<file path="config.mk">
export PLATFORM = sky130hd
export DESIGN_NAME = srrip_ctrl
export DESIGN_NICKNAME = d
export VERILOG_FILES = /design/src/rtl/core/srrip_pkg.sv /design/src/rtl/core/srrip_ctrl.sv
export SDC_FILE = /design/constraint.sdc
export NUM_CORES = 1
export LEC_CHECK = 0
export ABC_AREA = 1
export BUFFER_PORTS_ARGS = -buffer_cell sky130_fd_sc_hd__buf_2
export CORE_MARGIN = 2
export CORE_UTILIZATION = 54
export CTS_CLUSTER_DIAMETER = 80
export DETAILED_ROUTE_END_ITERATION = 7
export HOLD_SLACK_MARGIN = 0.05
export PLACE_DENSITY_LB_ADDON = 0.2
export SLEW_MARGIN = 5
export SYNTH_ARGS = -nofsm -noshare
export SYNTH_HDL_FRONTEND = slang
export SYNTH_SLANG_ARGS = --single-unit
</file>
<file path="constraint.sdc">
create_clock -name i_clk -period 2.85 [get_ports i_clk]
set_clock_uncertainty 0.05 [all_clocks]
set_input_delay 0.1425 -clock i_clk [delete_from_list [all_inputs] [get_ports i_clk]]
set_output_delay 0.1425 -clock i_clk [all_outputs]
set_load 0.01 [all_outputs]
</file>
<file path="src/rtl/core/srrip_pkg.sv">
// Package: sizes, transaction and row types, and controller commands for the SRRIP bypass block.
`timescale 1ns / 1ps
package srrip_pkg;

    // Geometry
    localparam int NUM_SETS    = 2048;
    localparam int NUM_WAYS    = 16;
    localparam int HIST_LEN    = 32;
    localparam int RRPV_W      = 2;
    localparam int BYPASS_ODDS = 8;

    // Derived widths
    localparam int SET_W = (NUM_SETS > 1) ? $clog2(NUM_SETS) : 1;
    localparam int WAY_W = (NUM_WAYS > 1) ? $clog2(NUM_WAYS) : 1;
    localparam int PTR_W = (HIST_LEN > 1) ? $clog2(HIST_LEN) : 1;
    localparam int CNT_W = $clog2(HIST_LEN + 1);
    localparam int CMP_W = 8;

    localparam logic [RRPV_W-1:0] RRPV_MAX = {RRPV_W{1'b1}};
    localparam logic [5:0] THRESH_RESET = 6'd8;

    // Transaction modes
    localparam logic MODE_VICTIM = 1'b0;
    localparam logic MODE_UPDATE = 1'b1;

    // Access type that takes the short insertion
    localparam logic [2:0] TYPE_SHORT = 3'd0;

    typedef struct packed {
        logic        mode;
        logic [10:0] set_index;
        logic [3:0]  way;
        logic        hit;
        logic [2:0]  access_type;
        logic [2:0]  random_draw;
    } t_in_item;

    typedef struct packed {
        logic [3:0] victim_way;
        logic       bypassed;
    } t_out_item;

    // One set's replacement state
    typedef struct packed {
        logic [NUM_WAYS-1:0][RRPV_W-1:0] rrpv;
        logic [HIST_LEN-1:0]             window;
        logic [CNT_W-1:0]                hit_cnt;
        logic [PTR_W-1:0]                ptr;
    } t_set_row;

    localparam t_set_row ROW_RESET = '{
        rrpv:    {NUM_WAYS{RRPV_MAX}},
        window:  '0,
        hit_cnt: '0,
        ptr:     '0
    };

    // Controller to datapath commands
    typedef struct packed {
        logic             clr_we;
        logic [SET_W-1:0] clr_addr;
        logic             accept;
        logic             exec;
    } t_dp_cmd;

endpackage

</file>
<file path="src/rtl/core/srrip_ctrl.sv">
// Controller: clearing pass after reset, item sequencing and output valid.
`timescale 1ns / 1ps
module srrip_ctrl
    import srrip_pkg::*;
(
    input  logic    i_clk,
    input  logic    i_rst_n,
    input  logic    i_in_valid,
    output logic    o_in_stall,
    output logic    o_out_valid,
    input  logic    i_out_stall,
    output t_dp_cmd o_cmd
);

    localparam logic [1:0] ST_CLEAR = 2'd0;
    localparam logic [1:0] ST_IDLE  = 2'd1;
    localparam logic [1:0] ST_EXEC  = 2'd2;

    logic [1:0]       r_state, n_state;
    logic [SET_W-1:0] r_clr_addr, n_clr_addr;
    logic             r_out_valid, n_out_valid;
    logic             out_free;
    logic             accept;
    logic             exec;

    assign out_free = !r_out_valid || !i_out_stall;

    // Next state and commands
    always_comb begin
        n_state    = r_state;
        n_clr_addr = r_clr_addr;
        accept     = 1'b0;
        exec       = 1'b0;
        case (r_state)
            ST_CLEAR: begin
                n_clr_addr = r_clr_addr + 1'b1;
                if (r_clr_addr == SET_W'(NUM_SETS - 1)) begin
                    n_state = ST_IDLE;
                end
            end
            ST_IDLE: begin
                if (i_in_valid) begin
                    accept  = 1'b1;
                    n_state = ST_EXEC;
                end
            end
            ST_EXEC: begin
                if (out_free) begin
                    exec    = 1'b1;
                    n_state = ST_IDLE;
                end
            end
            default: begin
                n_state = ST_IDLE;
            end
        endcase
    end

    // Hold the result valid until taken
    always_comb begin
        if (exec) begin
            n_out_valid = 1'b1;
        end else begin
            n_out_valid = r_out_valid && i_out_stall;
        end
    end

    always_ff @(posedge i_clk) begin
        if (!i_rst_n) begin
            r_state     <= ST_CLEAR;
            r_clr_addr  <= '0;
            r_out_valid <= 1'b0;
        end else begin
            r_state     <= n_state;
            r_clr_addr  <= n_clr_addr;
            r_out_valid <= n_out_valid;
        end
    end

    assign o_in_stall     = (r_state != ST_IDLE);
    assign o_out_valid    = r_out_valid;
    assign o_cmd.clr_we   = (r_state == ST_CLEAR);
    assign o_cmd.clr_addr = r_clr_addr;
    assign o_cmd.accept   = accept;
    assign o_cmd.exec     = exec;

endmodule

</file>
== Word level (Yosys, flattened, before mapping) ==
Cells that the tools add are included.
Storage, ports and cells
  flip-flop bits (word level): 14
  latch bits: 0
  bits in writable memories: 0
  ROM bits: 0
  bits of input ports: 4
  output and inout bits: 16
  logic and storage cells: 26
  memories: 0
Cells by class
  add/subtract/negate cells: 1
  multipliers: 0
  div/mod/pow operators: 0
  magnitude comparators: 0
  equality and inequality tests: 7
  shift-type cells: 0
  multiplexer cells: 9
  bitwise operators: 0
  reductions and logical operators: 6
Operator list (count)
  adder 11 x 1 -> 11 bit, second input constant: 1
  == test 11 bit, second input constant: 1
  2-to-1 mux 2 bit: 3
  case mux 2 bit (3 select lines): 1
  2-to-1 mux 1 bit: 5
  != test 2 x 1 -> 1 bit, second input constant: 2
  != test 2 bit, second input constant: 2
  AND reduction 3 bit: 1
  == test 2 x 1 -> 1 bit, second input constant: 1
  == test 2 bit, second input constant: 1
  logical NOT 1 bit: 2
  logical NOT 2 bit: 1
  logical AND 1 bit: 1
  logical OR 1 bit: 1

== Logic depth before layout (Yosys ltp) ==
  depth after elaboration: 5
  mapped depth: 8

== Worst setup path after synthesis ==
Ideal clock, no wire load.
  kind: register to register
  start point: register r_clr_addr[0]
  end point: register r_clr_addr[10]
  arrival time: 1.148 ns
  slack: 1.539 ns
  cell stages (with the launch flop): 7
  path buffers: 0
  cells stage by stage: dfxtp_1 -> ha_1 -> nand2_1 -> nor2_2 -> nand3_1 -> o21ai_1 -> nor2_1
On the way
  word-level cells in the longest chain between the ends: 1
Ends and longest elaborated chain
  start, declared: line srrip_ctrl.sv:20  | logic [SET_W-1:0] r_clr_addr, n_clr_addr;
  start signal, assigned: line srrip_ctrl.sv:75  | r_clr_addr <= n_clr_addr;
  adder 11 x 1 -> 11 bit: line srrip_ctrl.sv:36  | n_clr_addr = r_clr_addr + 1'b1;
Every way passes these cells.
A chain may end at the register's enable or synchronous reset.

== Final worst setup path ==
  start point: register r_state[0]
  end point: register r_clr_addr[7]
On the way
  word-level cells in the longest chain between the ends: 1
Ends and longest elaborated chain
  start, declared: line srrip_ctrl.sv:19  | logic [1:0] r_state, n_state;
  start signal, assigned: line srrip_ctrl.sv:74  | r_state <= n_state;
  logical NOT 2 bit: line srrip_ctrl.sv:34  | case (r_state)
Every way passes these cells.

==> metrics.csv <==
metric,value,unit
die_area,1740,sq um
postSynthNetCount,114,
ioPinCount,20,
gp_congestion,0.801,
drive_gt1_share,27.3,%
final_common_cell,nand2_1,
dr.pass1.iters,4,
grt_max_degree,13,
r2r-start,r_state[0],
first_global_vias,590,
clkTransAtPathRegs,0.09,ns
rsz0062_at_grt,false,
outcome,finished clean,
core_area,1320,sq um
leakagePower,0.432,nW
start_kind,flip-flop,
post-synth-top-area-cell,dfxtp_1,
timing.fmax,0.654,GHz
cts_tree,built,
fin_area,886,sq um
syn_to_final_growth,15.7,%
drt-wirelength-per-cell,10.5,um
drv_slew,0,
hp-class,in -> reg,
path_class,reg -> reg,
r2r_slack,1.32,ns
worst-slew-pin-transition,0.536,ns
synth_cells,109,
drt_iter0_drc,19,
io_buffers,19,
vias,710,
hold_start,i_out_stall,
met1_length,758,um
mostFrequentLayoutCells,"22 x nand2_1, 19 x nor2_1, 19 x buf_2",
nNetsFinal,134,
cts_buffers,3,
finalCoreUtilization,67.2,%
overflow,0,
grt_pass1_wl,2520,um
cts_setup_buffers,0,
crit_fanout,11,
total_power,370,uW
yosysUniqueCellTypes,23,
arrival,1.70,ns
gr-usage-all-layers,18.6,%
fin_crit_sh,53.7,%
drv_cap,0,
syn-mean-instance-area,7.03,sq um
die_y,41.7,um
maxSlewHeadroom,64.2,%
synth.area.top_cells,"dfxtp_1 37%, nand2_1 11%, nor2_1 9.3%",
start_util,58.1,%
drc,0,
hold_buffers,0,
max-clock-path-buffers,2,
crit_required,3.02,ns
root_buffer,clkbuf_4,
synth_seq_cells,14,
num_rows,13,
setup_violations,0,
die_x,41.7,um
setup_tns,0,ns
cts_resized,0,
cts_sinks,14,
hpwl,1160,um
cts.htree.levels,1,
crit_start,r_state[0],
wl,1500,um
ant_nets,0,
synth_top_area_share,36.6,%
top_layer,met4,
synth.cell_area,766,sq um
fin_crit,1.53,ns
dr_wl_met2,675,um
dpl-instance-area,850,sq um
seq_area_frac_synth,36.6,%
antenna_found_initial,0,
finalHoldViolations,0,
viasPerCell,4.97,
diodes,0,
worstSkewPairLatency,0.28,ns
end_kind,flip-flop,
peakVddDrop,0.000250,V
p_per_area,418,nW/um^2
ys_warn_count,0,
wl_met3,46,um
## cells in the mapped netlist
master,n
and3_2,1
nand3_4,1
inv_6,1
o21ai_0,2
inv_1,18
o21ai_1,2
nor2_8,1
clkbuf_1,1
nand4_1,3
nor2_1,19
nand3_1,4
nand3_2,2
nor2_2,2
nor3_1,1
nand4_2,1
nand2_1,22
a21oi_1,7
buf_6,1
nor2_4,1
ha_1,1
nand2_2,2
dfxtp_1,14
buf_4,2
## cell type report
type / instances / area (sq um)
clock buffers: 4 / 36.3
fillers: 124 / 432
inverters: 19 / 76.3
multi-input cells: 72 / 379
flip-flops and latches: 14 / 280
well taps: 15 / 18.8
repair buffers: 19 / 95.1
## metal layers
metal,GRT usage [%],up-vias
li1,-,380
met1,26.3,317
met2,28.1,11
met3,3.91,2
met4,5.81,0
met5,0,-
## state kept, by name, summed over array words and instances (netlist names)
register	flops
r_state	2
o_out_valid	1
r_clr_addr	11
## metrics by stage
| stage | worst slack [ns] | hold WS (ns) | std cells |
|---|---|---|---|
| 2_1_floorplan | 1.54 | 0.233 | 109 |
| 3_3_place_gp | 1.43 | 0.367 | 139 |
| 3_5_place_dp | 1.35 | 0.383 | 139 |
| 4_1_cts | 1.32 | 0.0772 | 143 |
| 5_1_grt | 1.17 | 0.0814 | 143 |
| 6_report | 1.32 | 0.0820 | 143 |
## cells by family (layout without fill, tap and decap cells)
group	Yosys count	count (layout)	synth area share (%)
simple gates	60	60	40.7
flops	14	14	36.6
compound gates	11	11	7.19
buf+inv	23	42	13.9
fa+ha+maj	1	1	1.63
## worst max-delay path, cell delays in order (launching register included)
cell     delay [ns]
dfxtp_1        0.35
nor2_2         0.43
nand2_1        0.21
nor2_4         0.18
nand3_2        0.08
nand2_1        0.06
inv_1          0.03
nor2_1         0.08
## report_power, final
group	total, mW	leakage [nW]	internal (mW)	switching (mW)
Clock	0.142	0.0210	0.0776	0.0649
Sequential	0.204	0.113	0.199	0.00498
Combinational	0.0237	0.298	0.00979	0.0140
Total	0.370	0.432	0.287	0.0838
## worst paths after layout
check                       end  depth (start not counted)
setup / recovery  r_clr_addr[7]                          7
hold / removal      o_out_valid                          3
setup reg to reg  r_clr_addr[7]                          7
hold reg to reg     o_out_valid                          2
(Power assumes the default switching activity.)
